File: config.mk
export PLATFORM = sky130hd
export DESIGN_NAME = reset_walk_step_with_stats_top
export DESIGN_NICKNAME = d
export VERILOG_FILES = /design/src/hw/rtl/rws_pkg.sv /design/src/hw/rtl/rws_front.sv /design/src/hw/rtl/rws_sqrt.sv /design/src/hw/rtl/rws_back.sv /design/src/hw/rtl/reset_walk_step_with_stats_top.sv
export SDC_FILE = /design/constraint.sdc
export NUM_CORES = 2
export LEC_CHECK = 0
export BUFFER_PORTS_ARGS = -buffer_cell sky130_fd_sc_hd__clkbuf_2
export CORE_MARGIN = 2
export CORE_UTILIZATION = 55
export CTS_BUF_LIST = sky130_fd_sc_hd__clkbuf_2 sky130_fd_sc_hd__clkbuf_4 sky130_fd_sc_hd__clkbuf_8
export DETAILED_ROUTE_END_ITERATION = 7
export PLACE_DENSITY = 0.75
export SLEW_MARGIN = 15
export SYNTH_ARGS = -nofsm -noshare
export SYNTH_HDL_FRONTEND = slang
export SYNTH_SLANG_ARGS = --single-unit
File: constraint.sdc
create_clock -name i_clk -period 9.2 [get_ports i_clk]
set_input_delay 1.84 -clock i_clk [delete_from_list [all_inputs] [get_ports i_clk]]
set_output_delay 1.84 -clock i_clk [all_outputs]
set_load 0.1 [all_outputs]
File: src/hw/rtl/rws_pkg.sv
// rws_pkg: widths, types and helpers shared by the reset-walk step modules.
// No dependencies.
`timescale 1ns / 1ps
package rws_pkg;
    localparam int DIMS_DEF      = 3;
    localparam int MAX_STEPS_DEF = 65536;
    localparam int POS_W   = 24;
    localparam int DISP_W  = 16;
    localparam int DRAW_W  = 16;
    localparam int RATE_W  = 17;
    localparam int CNT_W   = 17;
    localparam int LEN_W   = 24;
    localparam int PART_W  = 32;
    localparam int SQ_W    = 50;
    localparam int ROOT_W  = 25;
    localparam int QUEUE_DEPTH = 2;

    // Classified step carried from the front part to the back part.
    typedef struct packed {
        logic                     first_step;
        logic                     was_reset;
        logic signed [DISP_W-1:0] disp_x;
        logic signed [DISP_W-1:0] disp_y;
        logic signed [DISP_W-1:0] disp_z;
    } t_cmd;

    function automatic logic signed [POS_W-1:0] sat24(input logic signed [POS_W+1:0] v);
        logic signed [POS_W+1:0] hi;
        logic signed [POS_W+1:0] lo;
        begin
            hi = (POS_W+2)'(signed'({1'b0, {(POS_W-1){1'b1}}}));
            lo = -hi - (POS_W+2)'(1);
            if (v > hi) sat24 = hi[POS_W-1:0];
            else if (v < lo) sat24 = lo[POS_W-1:0];
            else sat24 = v[POS_W-1:0];
        end
    endfunction
endpackage

File: src/hw/rtl/rws_front.sv
// rws_front: accepts input beats, compares the draw with the reset rate and
// queues the classified step. Depends on rws_pkg.
`timescale 1ns / 1ps
module rws_front (
    input  logic                           i_clk,
    input  logic                           i_rst_n,
    input  logic                           i_valid,
    output logic                           o_stall,
    input  logic                           i_first_step,
    input  logic [rws_pkg::DRAW_W-1:0]     i_reset_draw,
    input  logic signed [rws_pkg::DISP_W-1:0] i_disp_x,
    input  logic signed [rws_pkg::DISP_W-1:0] i_disp_y,
    input  logic signed [rws_pkg::DISP_W-1:0] i_disp_z,
    input  logic [rws_pkg::RATE_W-1:0]     i_reset_rate,
    output logic                           o_cmd_valid,
    output rws_pkg::t_cmd                  o_cmd,
    input  logic                           i_cmd_take
);
    import rws_pkg::*;
    localparam int PTR_W = $clog2(QUEUE_DEPTH);

    t_cmd               r_q [QUEUE_DEPTH];
    logic [PTR_W-1:0]   r_wr, r_rd;
    logic [PTR_W:0]     r_cnt;
    logic               w_push, w_pop;
    t_cmd               w_cmd;

    assign o_stall     = (r_cnt == (PTR_W+1)'(QUEUE_DEPTH));
    assign w_push      = i_valid && !o_stall;
    assign o_cmd_valid = (r_cnt != '0);
    assign w_pop       = o_cmd_valid && i_cmd_take;
    assign o_cmd       = r_q[r_rd];

    always_comb begin
        w_cmd.first_step = i_first_step;
        w_cmd.was_reset  = ({1'b0, i_reset_draw} < i_reset_rate);
        w_cmd.disp_x     = i_disp_x;
        w_cmd.disp_y     = i_disp_y;
        w_cmd.disp_z     = i_disp_z;
    end

    always_ff @(posedge i_clk) begin
        if (w_push) r_q[r_wr] <= w_cmd;
        if (!i_rst_n) begin
            r_wr <= '0;
            r_rd <= '0;
            r_cnt <= '0;
        end else begin
            if (w_push) r_wr <= r_wr + PTR_W'(1);
            if (w_pop)  r_rd <= r_rd + PTR_W'(1);
            r_cnt <= r_cnt + (PTR_W+1)'(w_push) - (PTR_W+1)'(w_pop);
        end
    end
endmodule

File: src/hw/rtl/rws_sqrt.sv
// rws_sqrt: bit-serial integer square root, one result bit per cycle.
// Depends on rws_pkg.
`timescale 1ns / 1ps
module rws_sqrt (
    input  logic                        i_clk,
    input  logic                        i_rst_n,
    input  logic                        i_start,
    input  logic [rws_pkg::SQ_W-1:0]    i_value,
    output logic                        o_done,
    output logic [rws_pkg::ROOT_W-1:0]  o_root
);
    import rws_pkg::*;
    localparam int STEPS = SQ_W / 2;
    localparam int STEP_W = $clog2(STEPS + 1);

    logic [SQ_W-1:0]   r_rem, n_rem;
    logic [ROOT_W-1:0] r_root, n_root;
    logic [SQ_W-1:0]   r_src;
    logic [STEP_W-1:0] r_step;
    logic              r_busy;
    logic [SQ_W+1:0]   w_trial;
    logic [SQ_W+1:0]   w_acc;

    // Restoring method: bring down two bits, try (4*root+1).
    always_comb begin
        w_acc   = {r_rem, r_src[SQ_W-1 -: 2]};
        w_trial = {{(SQ_W+2-ROOT_W-2){1'b0}}, r_root, 2'b01};
        if (w_acc >= w_trial) begin
            n_rem  = SQ_W'(w_acc - w_trial);
            n_root = {r_root[ROOT_W-2:0], 1'b1};
        end else begin
            n_rem  = SQ_W'(w_acc);
            n_root = {r_root[ROOT_W-2:0], 1'b0};
        end
    end

    assign o_root = r_root;
    assign o_done = r_busy && (r_step == '0);

    always_ff @(posedge i_clk) begin
        if (!i_rst_n) begin
            r_busy <= 1'b0;
            r_step <= '0;
        end else if (i_start) begin
            r_busy <= 1'b1;
            r_step <= STEP_W'(STEPS);
            r_src  <= i_value;
            r_rem  <= '0;
            r_root <= '0;
        end else if (r_busy && r_step != '0) begin
            r_step <= r_step - STEP_W'(1);
            r_src  <= {r_src[SQ_W-3:0], 2'b00};
            r_rem  <= n_rem;
            r_root <= n_root;
        end else begin
            r_busy <= 1'b0;
        end
    end
endmodule

File: src/hw/rtl/rws_back.sv
// rws_back: takes classified steps, updates position and statistics, holds
// the result beat. Depends on rws_pkg and rws_sqrt.
`timescale 1ns / 1ps
module rws_back #(
    parameter int DIMS      = rws_pkg::DIMS_DEF,
    parameter int MAX_STEPS = rws_pkg::MAX_STEPS_DEF
) (
    input  logic                            i_clk,
    input  logic                            i_rst_n,
    input  logic                            i_cmd_valid,
    input  rws_pkg::t_cmd                   i_cmd,
    output logic                            o_cmd_take,
    output logic                            o_valid,
    input  logic                            i_stall,
    output logic signed [rws_pkg::POS_W-1:0] o_step_x,
    output logic signed [rws_pkg::POS_W-1:0] o_step_y,
    output logic signed [rws_pkg::POS_W-1:0] o_step_z,
    output logic                            o_was_reset,
    output logic [rws_pkg::CNT_W-1:0]       o_reset_count,
    output logic [rws_pkg::CNT_W-1:0]       o_streak,
    output logic [rws_pkg::CNT_W-1:0]       o_longest_streak,
    output logic [rws_pkg::LEN_W-1:0]       o_step_length,
    output logic [rws_pkg::PART_W-1:0]      o_partial_length,
    output logic [rws_pkg::PART_W-1:0]      o_longest_partial_length
);
    import rws_pkg::*;
    localparam logic [CNT_W-1:0] CNT_CAP =
        (MAX_STEPS < 131071) ? CNT_W'(MAX_STEPS) : CNT_W'(131071);
    localparam logic [1:0] ST_IDLE = 2'd0, ST_SQ = 2'd1, ST_ROOT = 2'd2, ST_OUT = 2'd3;

    logic [1:0]               r_state;
    logic signed [POS_W-1:0]  r_pos [3];
    logic signed [POS_W-1:0]  r_step [3];
    logic [2*POS_W-1:0]       r_sq [3];
    logic                     r_rst;
    logic                     r_go;
    logic [CNT_W-1:0]         r_resets, r_cur, r_best;
    logic [PART_W-1:0]        r_part, r_bpart;
    logic [LEN_W-1:0]         r_step_length_hold;
    logic [CNT_W-1:0]         n_cur;
    logic [PART_W-1:0]        n_part;
    logic                     w_start, w_done;
    logic [ROOT_W-1:0]        w_root;
    logic [SQ_W-1:0]          w_sum;
    logic signed [POS_W-1:0]  w_disp [3];
    logic [LEN_W-1:0]         w_len;
    logic [PART_W:0]          w_part;
    logic [POS_W-1:0]         w_abs [3];

    assign w_disp[0] = POS_W'(i_cmd.disp_x);
    assign w_disp[1] = POS_W'(i_cmd.disp_y);
    assign w_disp[2] = POS_W'(i_cmd.disp_z);

    assign o_cmd_take = (r_state == ST_IDLE) && i_cmd_valid;
    // Start the root in the same cycle that the squares land in r_sq.
    assign w_start    = r_go;
    assign w_sum      = SQ_W'(r_sq[0]) + SQ_W'(r_sq[1]) + SQ_W'(r_sq[2]);
    assign w_len      = w_root[ROOT_W-1] ? {LEN_W{1'b1}} : w_root[LEN_W-1:0];
    assign w_part     = r_rst ? (PART_W+1)'(w_len)
                              : (PART_W+1)'(r_part) + (PART_W+1)'(w_len);

    always_comb begin
        for (int i = 0; i < 3; i++)
            w_abs[i] = r_step[i][POS_W-1] ? POS_W'(-r_step[i]) : r_step[i];
    end

    always_comb begin
        if (r_rst) n_cur = CNT_W'(1);
        else n_cur = (r_cur < CNT_CAP) ? r_cur + CNT_W'(1) : CNT_CAP;
        n_part = w_part[PART_W] ? {PART_W{1'b1}} : w_part[PART_W-1:0];
    end

    rws_sqrt u_sqrt (
        .i_clk   (i_clk),
        .i_rst_n (i_rst_n),
        .i_start (w_start),
        .i_value (w_sum),
        .o_done  (w_done),
        .o_root  (w_root)
    );

    assign o_valid     = (r_state == ST_OUT);
    assign o_step_x    = r_step[0];
    assign o_step_y    = r_step[1];
    assign o_step_z    = r_step[2];
    assign o_was_reset = r_rst;
    assign o_reset_count    = r_resets;
    assign o_streak         = r_cur;
    assign o_longest_streak = r_best;
    assign o_partial_length = r_part;
    assign o_longest_partial_length = r_bpart;

    always_ff @(posedge i_clk) begin
        if (!i_rst_n) begin
            r_state <= ST_IDLE;
            r_go <= 1'b0;
            for (int i = 0; i < 3; i++) r_pos[i] <= '0;
            r_resets <= '0;
            r_cur <= '0;
            r_best <= '0;
            r_part <= '0;
            r_bpart <= '0;
        end else begin
            r_go <= (r_state == ST_SQ);
            case (r_state)
                ST_IDLE: begin
                    if (i_cmd_valid) begin
                        // Step and position; first step clears the walk first.
                        for (int i = 0; i < 3; i++) begin
                            logic signed [POS_W-1:0] p;
                            logic signed [POS_W-1:0] s;
                            p = i_cmd.first_step ? '0 : r_pos[i];
                            s = sat24(i_cmd.was_reset
                                ? (POS_W+2)'(w_disp[i]) - (POS_W+2)'(p)
                                : (POS_W+2)'(w_disp[i]));
                            if (i < DIMS) begin
                                r_step[i] <= s;
                                r_pos[i]  <= sat24((POS_W+2)'(p) + (POS_W+2)'(s));
                            end else begin
                                r_step[i] <= '0;
                                r_pos[i]  <= '0;
                            end
                        end
                        r_rst <= i_cmd.was_reset;
                        if (i_cmd.first_step) begin
                            r_resets <= '0;
                            r_cur <= '0;
                            r_best <= '0;
                            r_part <= '0;
                            r_bpart <= '0;
                        end
                        r_state <= ST_SQ;
                    end
                end
                ST_SQ: begin
                    for (int i = 0; i < 3; i++) r_sq[i] <= w_abs[i] * w_abs[i];
                    r_state <= ST_ROOT;
                end
                ST_ROOT: begin
                    if (w_done) begin
                        r_step_length_hold <= w_len;
                        r_part <= n_part;
                        r_cur  <= n_cur;
                        if (r_rst)
                            r_resets <= (r_resets < CNT_CAP) ? r_resets + CNT_W'(1) : CNT_CAP;
                        // Longest values take the new current ones before the beat goes out.
                        if (n_cur > r_best) r_best <= n_cur;
                        if (n_part > r_bpart) r_bpart <= n_part;
                        r_state <= ST_OUT;
                    end
                end
                ST_OUT: begin
                    if (!i_stall) r_state <= ST_IDLE;
                end
                default: r_state <= ST_IDLE;
            endcase
        end
    end

    assign o_step_length = r_step_length_hold;
endmodule

File: src/hw/rtl/reset_walk_step_with_stats_top.sv
// Reset-walk step block: one walk step per input beat, one result beat per step.
// Each step goes through squaring, the bit-serial square root of the
// step length (one root bit per cycle, 25 bits), the update and the output
// register. A two-entry queue holds classified steps while the back part works.
// A result waits in its output register until taken. Depends on rws_pkg,
// rws_front and rws_back.
`timescale 1ns / 1ps
module reset_walk_step_with_stats_top #(
    parameter int DIMS      = rws_pkg::DIMS_DEF,
    parameter int MAX_STEPS = rws_pkg::MAX_STEPS_DEF
) (
    input  logic                              i_clk,
    input  logic                              i_rst_n,
    input  logic                              i_cfg_valid,
    output logic                              o_cfg_ready,
    input  logic [rws_pkg::RATE_W-1:0]        i_cfg_data,
    input  logic                              i_valid,
    output logic                              o_stall,
    input  logic                              i_first_step,
    input  logic [rws_pkg::DRAW_W-1:0]        i_reset_draw,
    input  logic signed [rws_pkg::DISP_W-1:0] i_disp_x,
    input  logic signed [rws_pkg::DISP_W-1:0] i_disp_y,
    input  logic signed [rws_pkg::DISP_W-1:0] i_disp_z,
    output logic                              o_valid,
    input  logic                              i_stall,
    output logic signed [rws_pkg::POS_W-1:0]  o_step_x,
    output logic signed [rws_pkg::POS_W-1:0]  o_step_y,
    output logic signed [rws_pkg::POS_W-1:0]  o_step_z,
    output logic                              o_was_reset,
    output logic [rws_pkg::CNT_W-1:0]         o_reset_count,
    output logic [rws_pkg::CNT_W-1:0]         o_streak,
    output logic [rws_pkg::CNT_W-1:0]         o_longest_streak,
    output logic [rws_pkg::LEN_W-1:0]         o_step_length,
    output logic [rws_pkg::PART_W-1:0]        o_partial_length,
    output logic [rws_pkg::PART_W-1:0]        o_longest_partial_length
);
    import rws_pkg::*;

    logic [RATE_W-1:0] r_reset_rate;
    logic              w_cmd_valid, w_cmd_take;
    t_cmd              w_cmd;

    assign o_cfg_ready = 1'b1;
    always_ff @(posedge i_clk) begin
        if (!i_rst_n) r_reset_rate <= '0;
        else if (i_cfg_valid) r_reset_rate <= i_cfg_data;
    end

    rws_front u_front (
        .i_clk        (i_clk),
        .i_rst_n      (i_rst_n),
        .i_valid      (i_valid),
        .o_stall      (o_stall),
        .i_first_step (i_first_step),
        .i_reset_draw (i_reset_draw),
        .i_disp_x     (i_disp_x),
        .i_disp_y     (i_disp_y),
        .i_disp_z     (i_disp_z),
        .i_reset_rate (r_reset_rate),
        .o_cmd_valid  (w_cmd_valid),
        .o_cmd        (w_cmd),
        .i_cmd_take   (w_cmd_take)
    );

    rws_back #(.DIMS(DIMS), .MAX_STEPS(MAX_STEPS)) u_back (
        .i_clk         (i_clk),
        .i_rst_n       (i_rst_n),
        .i_cmd_valid   (w_cmd_valid),
        .i_cmd         (w_cmd),
        .o_cmd_take    (w_cmd_take),
        .o_valid       (o_valid),
        .i_stall       (i_stall),
        .o_step_x      (o_step_x),
        .o_step_y      (o_step_y),
        .o_step_z      (o_step_z),
        .o_was_reset   (o_was_reset),
        .o_reset_count (o_reset_count),
        .o_streak      (o_streak),
        .o_longest_streak (o_longest_streak),
        .o_step_length (o_step_length),
        .o_partial_length (o_partial_length),
        .o_longest_partial_length (o_longest_partial_length)
    );
endmodule

Word-level counts from Yosys, hierarchy flattened
Memories as Yosys holds them, arrays and structs flattened. A register that Yosys moved wholly into a read port is not among the register bits. Index checks and enable logic that the tools add are counted.

Multiplexer cells: 91. Multipliers: 3. Reduce and logical (&&, ||, !) cells: 21. Order comparisons: 18. Divide/modulo/power cells: 0. Equality and inequality tests: 12. Shifts and indexed selects: 0. Bitwise operators: 4. Add/sub/neg operators: 20.

Operators by type and width (count): $mux W24 (40); $mux W50 (4); $mux W32 (6); $mux W17 (10); $gt A26 B24 Y1 const B (6); $lt A26 B24 Y1 const B (6); $mul A24 B24 Y48 (3); $pmux W32 S2 (2); $pmux W17 S2 (3); $mux W26 (3); $add A24 B24 Y25 (3); $sub A16 B24 Y25 (3); $neg A24 Y24 (3); $ge A52 B27 Y1 (1); $add A50 B48 Y50 (1); $sub A50 B27 Y50 (1); $add A48 B48 Y49 (1); $add A17 B1 Y17 const B (2); $lt A17 B17 Y1 const B (2); $add A32 B24 Y33 (1); $mux W33 (1); $gt A32 B32 Y1 (1); $mux W25 (1); $gt A17 B17 Y1 (1); other kinds (26) (64).

Bits in latches: 0. Memories kept: 4. Memory bits (read-only): 0. Output and inout bits: 215. Input port bits: 87. Bits in writable memories: 388. Flip-flop bits (word level): 295.

Memory list: u_back.r_sq (depth 3, bits a word 48, read ports 3, clocked after memory_dff 0, wr ports 3, line rws_back.sv:34) `logic [2*POS_W-1:0] r_sq [3];`; u_front.r_q (depth 2, bits a word 50, read ports 1, clocked after memory_dff 1, wr ports 1, line rws_front.sv:22) `t_cmd r_q [QUEUE_DEPTH];`; u_back.r_pos (depth 3, bits a word 24, read ports 3, clocked after memory_dff 0, wr ports 3, line rws_back.sv:32) `logic signed [POS_W-1:0] r_pos [3];`; u_back.r_step (depth 3, bits a word 24, read ports 3, clocked after memory_dff 0, wr ports 3, line rws_back.sv:33) `logic signed [POS_W-1:0] r_step [3];`.

Depth between registers and ports, before layout
An unclocked memory read counts as a cell.

Word-level depth: 18. Depth in mapped cells: 38. Gate-level depth less buffers: 37.

Modules after synthesis
From an unflattened synthesis, not the netlist that was laid out.

Cells, all modules: 9404. Area, all modules: 90006.3 µm².

By module, submodules not included: rws_back (times used 1, area an instance 77396.7 µm², cells each 8408); rws_sqrt (times used 1, area an instance 7716.2 µm², cells each 708); rws_front (times used 1, area an instance 4230.3 µm², cells each 232); reset_walk_step_with_stats_top (times used 1, area an instance 663.1 µm², cells each 56).

Worst setup path after synthesis
Ideal clock, no wire load.

Path kind: reg-to-reg. From: memory u_back.r_step[1][3] (netlist: u_back.r_step[0][27]). To: memory u_back.r_sq[0][94] (netlist name) (data pin). Setup time: 0.259 ns. Arrival: 9.764 ns. Setup slack: -0.823 ns. Stages on the path, launching flop included: 30. Cells stage by stage: edfxtp_1 -> or4_1 -> or3_1 -> or3_1 -> or3_1 -> o31a_1 -> xor2_1 -> inv_1 -> buf_2 -> nor2_1 -> fa_1 -> fa_1 -> fa_1 -> fa_1 -> fa_1 -> inv_1 -> fa_1 -> inv_1 -> fa_1 -> ha_1 -> nand2_1 -> o31a_1 -> a211o_1 -> o41ai_1 -> a2111oi_0 -> nor2_1 -> a41oi_1 -> a21oi_1 -> nor4b_1 -> a211o_1.

RTL lines (line): from (decl) (rws_back.sv:33); to (decl) (rws_back.sv:34).

==> results_dict.tcl <==
set metrics [dict create \
    outcome "finished with violations" \
    violations "setup timing" \
    grt_pass1_vias 72200 \
    portBuffers 300 \
    ff_latch_area_um2 19000 \
    synth_cells 9398 \
    rsz0062_at_grt "yes" \
    cts-hold-fix-buffers 0 \
    cts_max_path_buffers 3 \
    crit_path_end_kind "register" \
    synth_warnings 0 \
    final_cell_area_um2 99800 \
    synth.area.top_cells "fa_1 28%, edfxtp_1 18%, ha_1 12%, inv_1 7.6%, nor2_1 3.9%" \
    vias 69000 \
    hold_viol 0 \
    slowest_delay_ns 0.61 \
    h-tree-depth 3 \
    synth.largest_area_cell "fa_1" \
    hold_path.class "register to register" \
    grt_overflow_total 0 \
    drc_errors 0 \
    synth-async-reset-ratio 0 \
    synth_ff_type "edfxtp_1" \
    wl_per_cell_um 20.0 \
    grt_max_degree 86 \
    path_class "register to register" \
    max_freq_mhz 108 \
    dr.pass1.iters 6 \
    fp.coreArea_um2 162000 \
    multiInputGateArea_um2 64100 \
    grt.total_usage 0.294 \
    drt_iter0_markers 4993 \
    arrival_ns 9.93 \
    grt_pass1_wl_um 387000 \
    clk_latency_ns 0.94 \
    ys_seq_area_frac 0.212 \
    ios 302 \
    numCtsBuffers 119 \
    start_util 0.552 \
    worst_pin_slew_ns 1.19 \
    fp.dieH_um 408 \
    placedInstanceArea_um2 96100 \
    cts_tree "yes" \
    fillCellCount 13500 \
    place_hpwl_um 198000 \
    clockRootBuffer "clkbuf_8" \
    syn_area_per_cell_um2 9.53 \
    synth.distinct_cells 109 \
    slowest_stage "fa_1" \
    path_max_fanout 4 \
    dieWidth_um 408 \
    finalSetupViolations 3 \
    crit_start "u_back.r_step[0][30]$_DFFE_PP_" \
    gp_congestion 1.01 \
    maxCapViolCount 0 \
    r2r-start "u_back.r_step[0][30]$_DFFE_PP_" \
    worstHoldStart "u_back.o_longest_partial_length[4]$_SDFFE_PN0P_" \
    startpoint_type "register" \
    yosys_register_bits 681 \
    crit_top_cell "fa_1" \
    period_share 1.01 \
    synth_edf_count 535 \
    yosysTopAreaCellShare 0.285 \
    max_slew_margin 0.202 \
    clock-sinks 681 \
    viasPerCell 5.63 \
    worstPathRequired_ns 9.85 \
    finalNetCount 12200 \
    setup_ws_ns -0.0834 \
    die_area_um2 166000 \
    antenna_found_initial 6 \
    area_delta_synth_final_pct 11.5 \
    synthTopCellsByCount "1817 x inv_1, 1275 x fa_1, 934 x nor2_1" \
    row_count 148 \
    ant_nets 0 \
    clock-skew-final_ns 0.0780 \
    synth.most_common_cell "inv_1" \
    finalCriticalPeriod_ns 9.28 \
    syn_area_um2 89600 \
    drive_gt1_frac 0.123 \
    maxSlewViolCount 0 \
    clkTransAtPathRegs_ns 0.06 \
    routed_wl_um 245000 \
]
==> cells by family after synthesis <==
family          share of synthesized area
other cells                     0.0000838
xor+xnor                           0.0499
mux                                0.0162
simple gates                        0.109
buf+inv                            0.0885
flops                               0.212
compound gates                      0.117
fa+ha+maj                           0.407
==> critical path: cells and delay by family (launching register included) <==
| family | cells | cell delay [ns] |
|---|---|---|
| fa+ha+maj | 8 | 3.92 |
| compound gates | 9 | 2.00 |
| simple gates | 7 | 1.92 |
| flops | 1 | 0.40 |
| buf+inv | 5 | 0.40 |
| xor+xnor | 2 | 0.39 |
==> registers in the layout, summed over array words and instances (netlist names), 17 cells and up, named ones only <==
name / count
u_back.r_step: 72
u_back.o_reset_count: 17
u_back.o_streak: 17
u_back.u_sqrt.r_rem: 50
u_front.r_q: 100
u_back.o_step_length: 24
u_back.o_longest_partial_length: 32
u_back.o_partial_length: 32
u_back.u_sqrt.o_root: 25
u_back.r_sq: 141
u_back.u_sqrt.r_src: 50
u_back.r_pos: 72
r_reset_rate: 17
u_back.o_longest_streak: 17
==> repair_timing <==
item,4_1_cts,5_1_grt
setup endpoints to repair,9,77
setup buffers,0,49
gates resized for setup,8,156
gates cloned,0,2
pin swaps,2,78
==> cell type report <==
cell class | instances | area share
Timing Repair Buffer | 669 | 0.0452
Clock inverter | 84 | 0.00783
Clock buffer | 140 | 0.0182
Multi-Input combinational cell | 6668 | 0.642
Tap cell | 2175 | 0.0273
Timing Repair inverter | 1 | 0.0000501
Inverter | 1835 | 0.0693
Antenna cell | 4 | 0.000100
Sequential cell | 681 | 0.190
==> stage by stage <==
step	hold slack [ns]	utilization	setup WS [ns]	setup TNS, ns	instances
after CTS	0.472	0.609	-0.0154	-0.0154	12200
after detailed placement	0.463	0.592	-0.151	-0.590	12000
final	0.476	0.615	-0.0834	-0.193	12300
after floorplan	0.460	-	-0.161	-0.582	9449
after global routing	0.495	0.615	-0.306	-2.30	12300
after global placement	0.460	0.592	0.0506	0	12000
==> routing by layer <==
layer	vias to the layer above	wire [um]	track usage	part of all wire
met3	672	19100	0.0586	0.078
met2	2617	117000	0.493	0.48
met5	-	26	0	0.00011
met4	4	11300	0.119	0.046
met1	34000	97700	0.374	0.40
li1	31700	-	-	-
==> placed cells by master (no fill, tap or decap), types with 265 or more instances in the layout <==
cell | netlist | layout
inv_1 | 1817 | 1798
nand2_1 | 711 | 684
buf_4 | 2 | 341
edfxtp_1 | 535 | 535
a21oi_1 | 448 | 425
xnor2_1 | 303 | 296
a21o_1 | 265 | 265
o21ai_0 | 308 | 298
ha_1 | 876 | 854
nor2_1 | 934 | 905
clkbuf_2 | 0 | 300
fa_1 | 1275 | 1262
==> worst paths after layout <==
path                                                                        end  slack [ns]  cells past startpoint
worst max-delay path                               u_back.r_sq[0][89]$_DFFE_PP_       -0.08                     31
worst min-delay path            u_back.o_longest_partial_length[4]$_SDFFE_PN0P_        0.48                      2
worst max register to register                     u_back.r_sq[0][89]$_DFFE_PP_       -0.08                     31
worst min register to register  u_back.o_longest_partial_length[4]$_SDFFE_PN0P_        0.48                      2
Power is not shown: default switching activity piles up to over one toggle a cycle in this logic, so the estimate is an artifact.
